--- config.mk ---
export PLATFORM = sky130hd
export DESIGN_NAME = nonrestoring_signed_divider_top_flat
export DESIGN_NICKNAME = d
export VERILOG_FILES = /design/src/design/nrd_pkg.sv /design/src/design/nrd_in_if.sv /design/src/design/nrd_out_if.sv /design/src/design/nrd_cell.sv /design/src/design/nrd_final.sv /design/src/design/nonrestoring_signed_divider_top.sv /design/src/flat_wrapper.sv
export VERILOG_INCLUDE_DIRS = /design/src /design/src/design
export SDC_FILE = /design/constraint.sdc
export NUM_CORES = 1
export LEC_CHECK = 0
export ABC_AREA = 1
export BUFFER_PORTS_ARGS = -buffer_cell sky130_fd_sc_hd__buf_4
export CELL_PAD_IN_SITES_DETAIL_PLACEMENT = 1
export CELL_PAD_IN_SITES_GLOBAL_PLACEMENT = 1
export CORE_MARGIN = 2
export CORE_UTILIZATION = 50
export CTS_CLUSTER_DIAMETER = 100
export CTS_CLUSTER_SIZE = 12
export DETAILED_ROUTE_END_ITERATION = 6
export HOLD_SLACK_MARGIN = 0.08
export PLACE_DENSITY_LB_ADDON = 0.1
export SLEW_MARGIN = 20
export SYNTH_ARGS = -nofsm -noshare
export SYNTH_HDL_FRONTEND = slang
export SYNTH_HIERARCHICAL = 1
export SYNTH_SLANG_ARGS = --single-unit
export TNS_END_PERCENT = 1
--- constraint.sdc ---
create_clock -name i_clk -period 7.5 [get_ports i_clk]
set_input_delay 1.875 -clock i_clk [delete_from_list [all_inputs] [get_ports i_clk]]
set_output_delay 1.875 -clock i_clk [all_outputs]
set_load 0.01 [all_outputs]
--- src/design/nonrestoring_signed_divider_top_assert.svh ---
// Assertion macros shared by the divider modules.
// Each macro expands to one labeled concurrent assertion, clocked on the
// rising edge and disabled while reset is held low.
`ifndef NONRESTORING_SIGNED_DIVIDER_TOP_ASSERT_SVH
`define NONRESTORING_SIGNED_DIVIDER_TOP_ASSERT_SVH

// The property must hold at every clock edge out of reset.
`define NRD_ASSERT(lbl, clk, rstn, prop) \
    lbl: assert property (@(posedge clk) disable iff (!rstn) prop) \
        else $error("nrd assertion failed");

// The condition must never be true out of reset.
`define NRD_ASSERT_NEVER(lbl, clk, rstn, cond) \
    lbl: assert property (@(posedge clk) disable iff (!rstn) !(cond)) \
        else $error("nrd forbidden condition seen");

`endif

--- src/design/nrd_pkg.sv ---
// ----------------------------------------------------------------------------
// nrd_pkg
// Shared types and constants of the signed non-restoring divider.
// ----------------------------------------------------------------------------
package nrd_pkg;

    // Width of the operand and result fields on the channels.
    localparam int unsigned FIELD_W = 16;

    typedef logic signed [FIELD_W-1:0] t_operand;
    typedef logic        [FIELD_W-1:0] t_mag;

    // Sign and exception flags that ride along with each division.
    typedef struct packed {
        logic qneg;
        logic rneg;
        logic dbz;
    } t_flags;

endpackage

--- src/design/nrd_in_if.sv ---
// ----------------------------------------------------------------------------
// nrd_in_if
// Operand channel: one signed dividend and divisor pair per transaction.
// ----------------------------------------------------------------------------
interface nrd_in_if;
    logic              valid;
    logic              ready;
    nrd_pkg::t_operand dividend;
    nrd_pkg::t_operand divisor;

    modport source (output valid, output dividend, output divisor, input ready);
    modport sink   (input valid, input dividend, input divisor, output ready);
endinterface

--- src/design/nrd_out_if.sv ---
// ----------------------------------------------------------------------------
// nrd_out_if
// Result channel: quotient and remainder magnitudes with sign flags.
// ----------------------------------------------------------------------------
interface nrd_out_if;
    logic          valid;
    logic          ready;
    nrd_pkg::t_mag quotient_magnitude;
    logic          quotient_negative;
    nrd_pkg::t_mag remainder_magnitude;
    logic          remainder_negative;
    logic          divide_by_zero;

    modport source (
        output valid, output quotient_magnitude, output quotient_negative,
        output remainder_magnitude, output remainder_negative,
        output divide_by_zero, input ready
    );
    modport sink (
        input valid, input quotient_magnitude, input quotient_negative,
        input remainder_magnitude, input remainder_negative,
        input divide_by_zero, output ready
    );
endinterface

--- src/design/nrd_cell.sv ---
// ----------------------------------------------------------------------------
// nrd_cell
// One non-restoring step: shift the accumulator and quotient, add or subtract
// the divisor and register the new quotient bit, with its own valid bit.
// ----------------------------------------------------------------------------
`include "nonrestoring_signed_divider_top_assert.svh"

module nrd_cell #(
    parameter int unsigned WIDTH = 16
) (
    input  logic               i_clk,
    input  logic               i_rst_n,
    input  logic               i_valid,
    output logic               o_ready,
    input  logic [WIDTH:0]     i_acc,
    input  logic [WIDTH-1:0]   i_q,
    input  logic [WIDTH-1:0]   i_m,
    input  nrd_pkg::t_flags    i_flags,
    output logic               o_valid,
    input  logic               i_ready,
    output logic [WIDTH:0]     o_acc,
    output logic [WIDTH-1:0]   o_q,
    output logic [WIDTH-1:0]   o_m,
    output nrd_pkg::t_flags    o_flags
);

    logic               r_valid;
    logic [WIDTH:0]     r_acc;
    logic [WIDTH-1:0]   r_q;
    logic [WIDTH-1:0]   r_m;
    nrd_pkg::t_flags    r_flags;

    logic [WIDTH:0]     n_acc;
    logic [WIDTH-1:0]   n_q;
    logic [WIDTH:0]     w_shift;
    logic               w_load;

    // The sign of the accumulator before the shift picks add or subtract.
    always_comb begin
        w_shift = {i_acc[WIDTH-1:0], i_q[WIDTH-1]};
        if (i_acc[WIDTH]) begin
            n_acc = w_shift + {1'b0, i_m};
        end else begin
            n_acc = w_shift - {1'b0, i_m};
        end
        n_q = {i_q[WIDTH-2:0], ~n_acc[WIDTH]};
    end

    assign o_ready = !r_valid || i_ready;
    assign w_load  = o_ready && i_valid;

    always_ff @(posedge i_clk) begin
        if (!i_rst_n) begin
            r_valid <= 1'b0;
        end else if (o_ready) begin
            r_valid <= i_valid;
        end
    end

    always_ff @(posedge i_clk) begin
        if (w_load) begin
            r_acc   <= n_acc;
            r_q     <= n_q;
            r_m     <= i_m;
            r_flags <= i_flags;
        end
    end

    assign o_valid = r_valid;
    assign o_acc   = r_acc;
    assign o_q     = r_q;
    assign o_m     = r_m;
    assign o_flags = r_flags;

    // For a nonzero divisor the partial remainder lies in [-m, m).
    `NRD_ASSERT(a_acc_range, i_clk, i_rst_n, (r_valid && !r_flags.dbz) |-> (($signed(r_acc) < $signed({1'b0, r_m})) && ($signed(r_acc) >= -$signed({1'b0, r_m}))))
    `NRD_ASSERT(a_dbz_matches_m, i_clk, i_rst_n, r_valid |-> (r_flags.dbz == (r_m == '0)))
    `NRD_ASSERT(a_stall_holds, i_clk, i_rst_n, (r_valid && !i_ready) |=> (r_valid && $stable(r_acc) && $stable(r_q)))

endmodule

--- src/design/nrd_final.sv ---
// ----------------------------------------------------------------------------
// nrd_final
// Remainder correction and result register that drives the result channel.
// ----------------------------------------------------------------------------
`include "nonrestoring_signed_divider_top_assert.svh"

module nrd_final #(
    parameter int unsigned WIDTH = 16
) (
    input  logic             i_clk,
    input  logic             i_rst_n,
    input  logic             i_valid,
    output logic             o_ready,
    input  logic [WIDTH:0]   i_acc,
    input  logic [WIDTH-1:0] i_q,
    input  logic [WIDTH-1:0] i_m,
    input  nrd_pkg::t_flags  i_flags,
    nrd_out_if.source        o_out
);

    logic            r_valid;
    nrd_pkg::t_mag   r_qmag;
    nrd_pkg::t_mag   r_rmag;
    logic            r_qneg;
    logic            r_rneg;
    logic            r_dbz;

    logic [WIDTH:0]  w_rem;
    logic            w_load;

    // A negative remainder gets the divisor added back once.
    assign w_rem = i_acc[WIDTH] ? (i_acc + {1'b0, i_m}) : i_acc;

    assign o_ready = !r_valid || o_out.ready;
    assign w_load  = o_ready && i_valid;

    always_ff @(posedge i_clk) begin
        if (!i_rst_n) begin
            r_valid <= 1'b0;
        end else if (o_ready) begin
            r_valid <= i_valid;
        end
    end

    always_ff @(posedge i_clk) begin
        if (w_load) begin
            if (i_flags.dbz) begin
                r_qmag <= '0;
                r_rmag <= '0;
                r_qneg <= 1'b0;
                r_rneg <= 1'b0;
            end else begin
                r_qmag <= nrd_pkg::t_mag'(i_q);
                r_rmag <= nrd_pkg::t_mag'(w_rem);
                r_qneg <= i_flags.qneg;
                r_rneg <= i_flags.rneg;
            end
            r_dbz <= i_flags.dbz;
        end
    end

    assign o_out.valid               = r_valid;
    assign o_out.quotient_magnitude  = r_qmag;
    assign o_out.quotient_negative   = r_qneg;
    assign o_out.remainder_magnitude = r_rmag;
    assign o_out.remainder_negative  = r_rneg;
    assign o_out.divide_by_zero      = r_dbz;

    `NRD_ASSERT(a_rem_below_divisor, i_clk, i_rst_n, (w_load && !i_flags.dbz) |-> (w_rem < {1'b0, i_m}))
    `NRD_ASSERT_NEVER(a_dbz_flags_clear, i_clk, i_rst_n, r_valid && r_dbz && (r_qneg || r_rneg || (r_qmag != '0) || (r_rmag != '0)))
    `NRD_ASSERT(a_result_holds, i_clk, i_rst_n, (r_valid && !o_out.ready) |=> (r_valid && $stable(r_qmag) && $stable(r_rmag)))

endmodule

--- src/design/nonrestoring_signed_divider_top.sv ---
// ----------------------------------------------------------------------------
// nonrestoring_signed_divider_top
// Signed divider with sign-magnitude results, built as a chain of
// non-restoring step cells followed by a correction and result stage.
// ----------------------------------------------------------------------------
//   channel  | direction | payload
//   ---------+-----------+---------------------------------------------------
//   i_in     | in        | dividend, divisor (16-bit two's complement)
//   o_out    | out       | quotient/remainder magnitudes, signs, divide_by_zero
//
// One transaction is accepted per cycle while i_in.ready is high; each passes
// through the step cells in the chain and then the correction stage.
// Every stage has its own valid bit, so bubbles close up and i_in.ready drops
// only when the whole chain is full and the result is not taken.
// Reset clears the valid bits only; data registers are not reset.
// ----------------------------------------------------------------------------
module nonrestoring_signed_divider_top #(
    parameter int unsigned WIDTH = 16
) (
    input  logic      i_clk,
    input  logic      i_rst_n,
    nrd_in_if.sink    i_in,
    nrd_out_if.source o_out
);

    logic                w_valid [0:WIDTH];
    logic                w_ready [0:WIDTH];
    logic [WIDTH:0]      w_acc   [0:WIDTH];
    logic [WIDTH-1:0]    w_q     [0:WIDTH];
    logic [WIDTH-1:0]    w_m     [0:WIDTH];
    nrd_pkg::t_flags     w_flags [0:WIDTH];

    logic                w_dn;
    logic                w_vn;
    logic [nrd_pkg::FIELD_W:0] w_dmag_full;
    logic [nrd_pkg::FIELD_W:0] w_vmag_full;

    // Magnitudes are formed one bit wider so that the most negative value fits,
    // then sized to WIDTH bits. Negation is taken against 2^16 so that the
    // wide magnitude never carries a stray top bit.
    always_comb begin
        w_dn = i_in.dividend[nrd_pkg::FIELD_W-1];
        w_vn = i_in.divisor[nrd_pkg::FIELD_W-1];
        w_dmag_full = w_dn ? ({1'b1, {nrd_pkg::FIELD_W{1'b0}}} - {1'b0, i_in.dividend})
                           : {1'b0, i_in.dividend};
        w_vmag_full = w_vn ? ({1'b1, {nrd_pkg::FIELD_W{1'b0}}} - {1'b0, i_in.divisor})
                           : {1'b0, i_in.divisor};
    end

    assign w_valid[0]      = i_in.valid;
    assign i_in.ready      = w_ready[0];
    assign w_acc[0]        = '0;
    assign w_q[0]          = WIDTH'(w_dmag_full);
    assign w_m[0]          = WIDTH'(w_vmag_full);
    assign w_flags[0].qneg = (i_in.dividend != '0) && (i_in.divisor != '0) && (w_dn != w_vn);
    assign w_flags[0].rneg = w_dn;
    assign w_flags[0].dbz  = (WIDTH'(w_vmag_full) == '0);

    for (genvar g = 0; g < WIDTH; g++) begin : g_cell
        nrd_cell #(
            .WIDTH (WIDTH)
        ) u_cell (
            .i_clk   (i_clk),
            .i_rst_n (i_rst_n),
            .i_valid (w_valid[g]),
            .o_ready (w_ready[g]),
            .i_acc   (w_acc[g]),
            .i_q     (w_q[g]),
            .i_m     (w_m[g]),
            .i_flags (w_flags[g]),
            .o_valid (w_valid[g+1]),
            .i_ready (w_ready[g+1]),
            .o_acc   (w_acc[g+1]),
            .o_q     (w_q[g+1]),
            .o_m     (w_m[g+1]),
            .o_flags (w_flags[g+1])
        );
    end

    nrd_final #(
        .WIDTH (WIDTH)
    ) u_final (
        .i_clk   (i_clk),
        .i_rst_n (i_rst_n),
        .i_valid (w_valid[WIDTH]),
        .o_ready (w_ready[WIDTH]),
        .i_acc   (w_acc[WIDTH]),
        .i_q     (w_q[WIDTH]),
        .i_m     (w_m[WIDTH]),
        .i_flags (w_flags[WIDTH]),
        .o_out   (o_out)
    );

endmodule

--- src/flat_wrapper.sv ---
// flat-port wrapper written by rule: the top's interface ports become plain ports
module nonrestoring_signed_divider_top_flat 
#(
    parameter int unsigned WIDTH = 16
)
  (i_clk, i_rst_n, i_in_valid, i_in_dividend, i_in_divisor, i_in_ready, o_out_valid, o_out_quotient_magnitude, o_out_quotient_negative, o_out_remainder_magnitude, o_out_remainder_negative, o_out_divide_by_zero, o_out_ready);
  nrd_in_if i_in_i ();
  nrd_out_if o_out_i ();
  input  logic i_clk;
  input  logic i_rst_n;
  input wire logic [$bits(i_in_i.valid)-1:0] i_in_valid;
  input wire logic [$bits(i_in_i.dividend)-1:0] i_in_dividend;
  input wire logic [$bits(i_in_i.divisor)-1:0] i_in_divisor;
  output wire logic [$bits(i_in_i.ready)-1:0] i_in_ready;
  output wire logic [$bits(o_out_i.valid)-1:0] o_out_valid;
  output wire logic [$bits(o_out_i.quotient_magnitude)-1:0] o_out_quotient_magnitude;
  output wire logic [$bits(o_out_i.quotient_negative)-1:0] o_out_quotient_negative;
  output wire logic [$bits(o_out_i.remainder_magnitude)-1:0] o_out_remainder_magnitude;
  output wire logic [$bits(o_out_i.remainder_negative)-1:0] o_out_remainder_negative;
  output wire logic [$bits(o_out_i.divide_by_zero)-1:0] o_out_divide_by_zero;
  input wire logic [$bits(o_out_i.ready)-1:0] o_out_ready;
  assign i_in_i.valid = i_in_valid;
  assign i_in_i.dividend = i_in_dividend;
  assign i_in_i.divisor = i_in_divisor;
  assign i_in_ready = i_in_i.ready;
  assign o_out_valid = o_out_i.valid;
  assign o_out_quotient_magnitude = o_out_i.quotient_magnitude;
  assign o_out_quotient_negative = o_out_i.quotient_negative;
  assign o_out_remainder_magnitude = o_out_i.remainder_magnitude;
  assign o_out_remainder_negative = o_out_i.remainder_negative;
  assign o_out_divide_by_zero = o_out_i.divide_by_zero;
  assign o_out_i.ready = o_out_ready;
  nonrestoring_signed_divider_top #(.WIDTH(WIDTH)) u_core (.i_clk(i_clk), .i_rst_n(i_rst_n), .i_in(i_in_i), .o_out(o_out_i));
endmodule
# Word-level counts from Yosys, hierarchy flattened
# Cells that the tools add are included.
# Widths: inputs -> output; s select.
# classes
add_sub_neg	34
n_mul	0
div_mod_pow	0
magnitude_cmp	0
eq_ne	1
shift	0
mux	18
n_bitwise	16
n_reduce_logical	56
# op_table
op	count
$add 17x16->17	15
$mux 17	15
$sub 17x16->17	15
$mux 16	3
$reduce_bool 16->1	2
$sub 1x16->16 const A	2
$logic_and 1x1->1	19
$logic_not 1->1	17
$logic_or 1x1->1	17
$sub 1x16->17	1
$add 16x16->16	1
$logic_not 16->1	1
$not 1->1	16
$ne 1x1->1	1
# totals
regBits	884
latchBits	0
ramBits	0
mem_bits_ro	0
in_bits	36
output_inout_bits	37
word_cells	243
mem_count	0

# Logic depth before layout (Yosys ltp)
# Gate-level depths: netlist (run 1).
# logic_depth
depth_word	19
depth_mapped	35
depth_no_buf	35

# Cells and area by module
# Netlist (run 1), hierarchy kept.
# by_module_without_submodules
module	instances	cells_per_inst	area_per_inst_um2	seq_area_each_um2
nrd_cell (u_core.g_cell[10].u_cell ...)	11	307	2937.8	1581.5
nrd_cell (u_core.g_cell[0].u_cell ...)	3	329	3006.6	1581.5
nrd_cell (u_core.g_cell[9].u_cell)	1	321	2986.6	1581.5
nrd_cell (u_core.g_cell[8].u_cell)	1	328	2960.3	1581.5
nrd_final	1	331	2483.6	1071.0
nonrestoring_signed_divider_top	1	184	983.4	0.0

# Worst setup path after synthesis (run 1)
# No wires, ideal clock.
# synth_timing
path_kind	in2reg
startpoint	in o_out_ready
endpoint	reg u_core.g_cell[0].u_cell.r_acc[0], enable pin
setup_time_ps	479
arrival_ps	6070
required_time_ps	7021
setup_slack_ps	951
stages	34
n_path_buf	0
cell_sequence	inv_1 > nand2_1 > inv_1 > nand2_1 > inv_1 > nand2_1 > inv_1 > nand2_1 > inv_1 > nand2_1 > inv_1 > nand2_1 > inv_1 > nand2_1 > inv_1 > nand2_1 > inv_1 > nand2_1 > inv_1 > nand2_1 > inv_1 > nand2_1 > inv_1 > nand2_1 > inv_1 > nand2_1 > inv_1 > nand2_1 > inv_1 > nand2_1 > inv_1 > nand2_1 > inv_1 > a21oi_1
# synth_rtl
item	line	source
start: declaration	flat_wrapper.sv:21	input wire logic [$bits(o_out_i.ready)-1:0] o_out_ready;
end signal: assignment	nrd_cell.sv:62	r_acc <= n_acc;
end: declaration	nrd_cell.sv:28	logic [WIDTH:0] r_acc;

==> reports/qor.txt, run 1 <==
Net Sw Frac -> 26.7%
vias in the first global route -> 39,843
Synth top cells by count -> 1,690 x nand2_1, 867 x edfxtp_1, 664 x inv_1
most common cell in the netlist -> nand2_1
CTS tree -> built
ranking of synthesized cells by area -> edfxtp_1 51%, nand2_1 12%, ha_1 7.1%
final count of negative-setup-slack endpoints -> 0
Cell Pwr Density -> 201 nW/um^2
min Tclk post-route -> 7.07 ns
synthesized area per cell -> 9.18 um^2
internal power -> 8.17 mW
Slew headroom -> 28.5%
Post-synth EDFFs -> 867
share of layout cells above drive strength 1 -> 9.91%
worst setup path start -> o_out_ready
largest net degree at the start of global routing -> 53
slowest stage cell, crit path -> buf_4
Comb pwr share -> 13.9%
Cell Rows -> 116
First-pass DRT Iterations -> 5
CP most frequent cell -> nand2_1
die area -> 104,000 um^2
first-pass GRT wire length -> 214 mm
yosys warns -> 6
Max-cap violations -> 0
Antenna Cells -> 0
die width -> 323 um
initial antenna violation count -> 0
post-route ant nets -> 0
placed cell area -> 53,300 um^2
asr flop ratio synth -> 0%
synthesized flop and latch total -> 884
placer congestion estimate -> 0.873
static leakage -> 24.4 nW
Clock Tree Buf Depth -> 3
final instance area -> 55,600 um^2
Reg clk slew, reported paths -> 0.06 ns
clock root cell -> clkbuf_16
register-to-register path setup slack -> 3.15 ns
synthesized area -> 50,700 um^2
clock sink count -> 884
Synth top area share -> 51.3%
Worst-Skew Late Latency -> 0.66 ns
R2R cell count -> 32
global-route met1 utilization -> 33.2%
Seq/Total Area, Yosys -> 52.0%
final hold slack -> 0.415 ns
global routing's busiest layer -> met2
Post-Route WL -> 134 mm
status -> complete, no violations
CP Launch Type -> input pin
Nets -> 6,046
Worst setup EP type -> primary output
Port Buffer Count -> 72
M2 GR Usage -> 46.7%
Max stage delay on crit path -> 0.15 ns
Avg WL per Cell -> 19.0 um
Pins Over Slew Limit -> 0
Achievable Freq -> 141 MHz
cell family with most CP delay -> buffers and inverters
Arr. time, crit path -> 5.20 ns
met3 Track Usage GR -> 2.57%
Tcrit/Tclk final -> 94.3%
H-tree depth -> 3
Hold-fix buffers, CTS -> 0
RSZ-0062 raised after global routing -> false
grt ovf -> 0
Switch Pwr -> 2.98 mW
Max Clock Skew -> 0.0252 ns
Yosys cell types -> 49
CP Buf/Inv Count -> 19
sequential power share -> 51.2%
First DRT Iteration DRCs -> 2,022
clock share of power -> 34.9%
Final HPWL DP -> 105 mm
vias per cell -> 5.34
required time of the worst setup path -> 5.62 ns
hold path cells -> 0
kind of critical path -> in -> out
Area Growth Syn to Fin -> 9.46%
VDD IR max -> 0.162 mV
critical path depth -> 36
core box area -> 100,000 um^2
crit path to -> i_in_ready
GRT Total Usage -> 26.1%
TritonCTS buffer count -> 84
R2R Path Start -> u_core/u_final/o_out.valid
worst reg2reg endpoint -> u_core/g_cell[1].u_cell/o_m[10]
Synth Flop Type -> edfxtp_1
via count -> 37,784
post-synth top area cell -> edfxtp_1
CP Max Fanout -> 2
drc violations -> 0
io pins -> 73
Initial Util -> 50.6%
Hold/Removal Path Class -> reg -> reg
actual slew at the worst max-slew pin -> 1.07 ns
Chip Height -> 323 um
Final Hold Fails -> 0
Cells after Synth -> 5,528
==> layer usage <==
metal	wire, um	part of all wire [%]
met1	58400	44
met2	67000	50
met3	4410	3.3
met4	4450	3.3
met5	0	0
==> registers in the layout, summed over array words and instances (netlist names) <==
| register | cells |
|---|---|
| u_core/u_final/o_out.quotient_negative | 1 |
| u_core/u_final/o_out.valid | 1 |
| u_core/g_cell.u_cell/o_valid | 16 |
| u_core/g_cell.u_cell/o_flags | 48 |
| u_core/g_cell.u_cell/o_acc | 272 |
| u_core/g_cell.u_cell/o_m | 256 |
| u_core/u_final/o_out.remainder_negative | 1 |
| u_core/u_final/o_out.divide_by_zero | 1 |
| u_core/u_final/o_out.quotient_magnitude | 16 |
| u_core/g_cell.u_cell/o_q | 256 |
| u_core/u_final/o_out.remainder_magnitude | 16 |
==> power by group through the flow <==
stage                     Sequential, mW  Clock (mW)  Combinational [mW]
after floorplan                     5.71           0                1.07
after global placement              5.80           0                1.44
after detailed placement            5.80           0                1.52
after CTS                           5.70        4.00                1.54
after global routing                5.70        4.15                1.73
final                               5.70        3.89                1.55
==> worst reg2reg max path: cells and delay by family, from the launching register on <==
family,cells,cell delay (ns)
buffers and inverters,16,1.41
AND/OR/NAND/NOR,15,1.40
AO/OA/AOI/OAI,1,0.83
flip-flops,1,0.34
==> area by class of cell <==
cell class / instances / area (um^2)
Clock buffer: 96 / 2170
Clock inverter: 8 / 128
Fill cell: 11596 / 44700
Inverter: 783 / 2940
Multi-Input combinational cell: 3857 / 21500
Sequential cell: 884 / 26400
Tap cell: 1357 / 1700
Timing Repair Buffer: 93 / 698
==> layout by cell type, fill, tap and decap left out, drive strengths merged, types with 50 or more instances in the layout <==
cell       n
a21oi    252
edfxtp   867
inv      754
o21ai    169
nand2   1782
xor2     215
nand3    322
xnor2     79
and2      50
nand4     57
buf       93
clkbuf    96
ha       290
nor2     459
==> timing repair <==
item                       in CTS  in global routing
setup endpoints to repair       1                  1
buffers inserted                0                  0
gates resized for setup         2                 11
==> through the flow <==
stage / setup TNS (ns) / power (mW) / cells / setup WS (ns) / util (%)
2_1_floorplan: 0 / 6.78 / 5550 / 0.951 / -
3_3_place_gp: 0 / 7.23 / 6974 / 0.263 / 53.1
3_5_place_dp: -0.0106 / 7.32 / 6974 / -0.0106 / 53.1
4_1_cts: 0 / 11.2 / 7078 / 0.0401 / 55.4
5_1_grt: 0 / 11.6 / 7078 / 0.00298 / 55.4
6_report: 0 / 11.1 / 7078 / 0.425 / 55.4
==> how the worst min path moves through the flow <==
stage	startpoint	to	slack (ns)
after floorplan	u_core/g_cell[9].u_cell/o_flags[0]	u_core/g_cell[10].u_cell/o_flags[0]	0.40
after global placement	u_core/g_cell[3].u_cell/o_q[6]	u_core/g_cell[4].u_cell/o_q[7]	0.40
after detailed placement	u_core/g_cell[13].u_cell/o_q[2]	u_core/g_cell[14].u_cell/o_q[3]	0.41
after CTS	u_core/g_cell[1].u_cell/o_q[10]	u_core/g_cell[2].u_cell/o_q[11]	0.41
after global routing	u_core/g_cell[9].u_cell/o_q[4]	u_core/g_cell[10].u_cell/o_q[5]	0.42
final	u_core/g_cell[8].u_cell/o_flags[0]	u_core/g_cell[9].u_cell/o_flags[0]	0.41
==> cells by family after synthesis <==
logic type,Yosys count,synth area share [%]
buf+inv,809,6.12
other cells,1,0.00739
simple gates,2729,23.3
xor+xnor,294,5.07
compound gates,504,5.76
flops,884,52.0
fa+ha+maj,307,7.82
(Power assumes the default switching activity.)
==> run 2, diff against run 1 <==
- CTS_BUF_LIST: unset -> sky130_fd_sc_hd__clkbuf_16
==> run 2 against run 1 <==
Effect of this change:
- clock skew up 0.00055 ns
- critical path depth unchanged
- die area unchanged
- utilization unchanged
- count of clock-buffer cells in the layout down 11
- clock power about the same
- via count about the same
- final cell count unchanged
- global-route usage unchanged
- design area unchanged
- worst hold slack about the same
==> reports/qor.txt, run 2 (synthesis gave the netlist of run 1 again) <==
Pins Over Slew Limit -> 0
Final Hold Fails -> 0
First DRT Iteration DRCs -> 2,089
most common cell after layout, fill and taps aside -> nand2_1
post-route ant nets -> 0
GRT Total Usage -> 26.1%
Post-Route WL -> 134 mm
io pins -> 73
register-to-register path setup slack -> 3.16 ns
vias in the first global route -> 39,843
TritonCTS buffer count -> 84
core box area -> 100,000 um^2
Hold/Removal Path Class -> reg -> reg
placed insts -> 6,974
hold path startpoint -> u_core/g_cell[8].u_cell/o_flags[0]
worst reg2reg endpoint -> u_core/g_cell[1].u_cell/o_m[10]
Slew headroom -> 28.9%
internal power -> 8.15 mW
min Tclk post-route -> 7.07 ns
RSZ-0062 raised after global routing -> false
sink of the worst hold path -> u_core/g_cell[9].u_cell/o_flags[0]
via count -> 37,805
first-pass GRT wire length -> 214 mm
Antenna Cells -> 0
kind of critical path -> in -> out
Reg clk slew, reported paths -> 0.06 ns
actual slew at the worst max-slew pin -> 1.06 ns
VDD IR max -> 0.162 mV
CTS tree -> built
status -> complete, no violations
Max Clock Skew -> 0.0257 ns
final hold slack -> 0.415 ns
cell family with most CP delay -> buffers and inverters
Tcrit/Tclk final -> 94.3%
Cell Pwr Density -> 200 nW/um^2
R2R cell count -> 32
CP Max Fanout -> 2
die width -> 323 um
Design Power -> 11.1 mW
vias per cell -> 5.34
R2R Path Start -> u_core/u_final/o_out.valid
Avg WL per Cell -> 19.0 um
Arr. time, crit path -> 5.20 ns
Nets -> 6,046
Clock Tree Buf Depth -> 3
required time of the worst setup path -> 5.62 ns
Area Growth Syn to Fin -> 9.46%
slowest stage cell, crit path -> buf_4
static leakage -> 24.5 nW
Max-cap violations -> 0
CP Buf/Inv Count -> 19
Post-CTS Setup Bufs -> 0
Max stage delay on crit path -> 0.15 ns
Worst-Skew Late Latency -> 0.66 ns
share of layout cells above drive strength 1 -> 9.91%
Comb pwr share -> 14.0%
sequential power share -> 51.2%
H-tree depth -> 3
final instance area -> 55,600 um^2
final count of negative-setup-slack endpoints -> 0
Achievable Freq -> 141 MHz
Switch Pwr -> 2.98 mW
First-pass DRT Iterations -> 5
grt ovf -> 0
Hold-fix buffers, CTS -> 0
clock sink count -> 884
drc violations -> 0
commonest non-fill, non-tap cells in the layout -> 1,689 x nand2_1, 867 x edfxtp_1, 663 x inv_1, 387 x nor2_1, 301 x nand3_1
placed cell area -> 53,300 um^2
Final HPWL DP -> 105 mm
largest net degree at the start of global routing -> 53
placer congestion estimate -> 0.873
Port Buffer Count -> 72
number of flip-flops under the largest register name -> 272
Net Sw Frac -> 26.8%
Cell Rows -> 116
Chip Height -> 323 um
clock root cell -> clkbuf_16
CP most frequent cell -> nand2_1
Initial Util -> 50.6%
hold path cells -> 0
CP Launch Type -> input pin
clock share of power -> 34.8%
Worst setup EP type -> primary output
die area -> 104,000 um^2
fin cells -> 7,078
initial antenna violation count -> 0
-- run 2: changes by cell type in the layout (fill, tap and decap cells not counted) --
cell,before,now
inv_1,652,663
clkbuf_1,11,0
-- run 2: routing by layer --
metal  track usage (%)  vias to the layer above  wire length (um)
met5                 0                        -                 0
met4              8.66                        0              4370
met3              2.57                      234              4390
met2              46.7                      632             67100
met1              33.2                    18494             58500
li1                  -                    18445                 -
-- run 2: worst max path at each step --
stage	from	end	cells past startpoint
floorplan	o_out_ready	u_core/g_cell[0].u_cell/o_acc[0]	34
detailed placement	o_out_ready	i_in_ready	36
finish	o_out_ready	i_in_ready	36
global route	o_out_ready	i_in_ready	36
CTS	o_out_ready	i_in_ready	36
global placement	o_out_ready	i_in_ready	36
-- run 2: power by group through the flow --
stage | Sequential (mW) | Clock (mW) | Combinational (mW)
after CTS | 5.70 | 3.99 | 1.54
after floorplan | 5.71 | 0 | 1.07
after global placement | 5.80 | 0 | 1.44
after global routing | 5.70 | 4.14 | 1.73
final | 5.70 | 3.88 | 1.55
after detailed placement | 5.80 | 0 | 1.52
-- run 2: cell type report --
| type | count | area [um^2] |
|---|---|---|
| clock buffers | 85 | 2130 |
| clock inverters | 19 | 169 |
| fillers | 11596 | 44700 |
| inverters | 783 | 2940 |
| multi-input cells | 3857 | 21500 |
| flip-flops and latches | 884 | 26400 |
| well taps | 1357 | 1700 |
| repair buffers | 93 | 698 |
-- run 2: through the flow --
step	setup slack [ns]	TNS, ns	utilization [%]
after floorplan	0.951	0	-
after detailed placement	-0.0106	-0.0106	53.1
after global routing	0.00298	0	55.4
after global placement	0.263	0	53.1
after CTS	0.0401	0	55.4
final	0.428	0	55.4
-- run 2: worst reg2reg max path: cells and delay by family (launching register included) --
| family | cells | cell delay [ns] |
|---|---|---|
| flops | 1 | 0.34 |
| buf+inv | 16 | 1.42 |
| compound gates | 1 | 0.83 |
| simple gates | 15 | 1.41 |
-- run 2: timing repair --
action | in CTS | in global routing
gates cloned | 0 | 0
endpoints found under the setup margin | 1 | 1
pin swaps | 0 | 0
gates resized for setup | 2 | 11
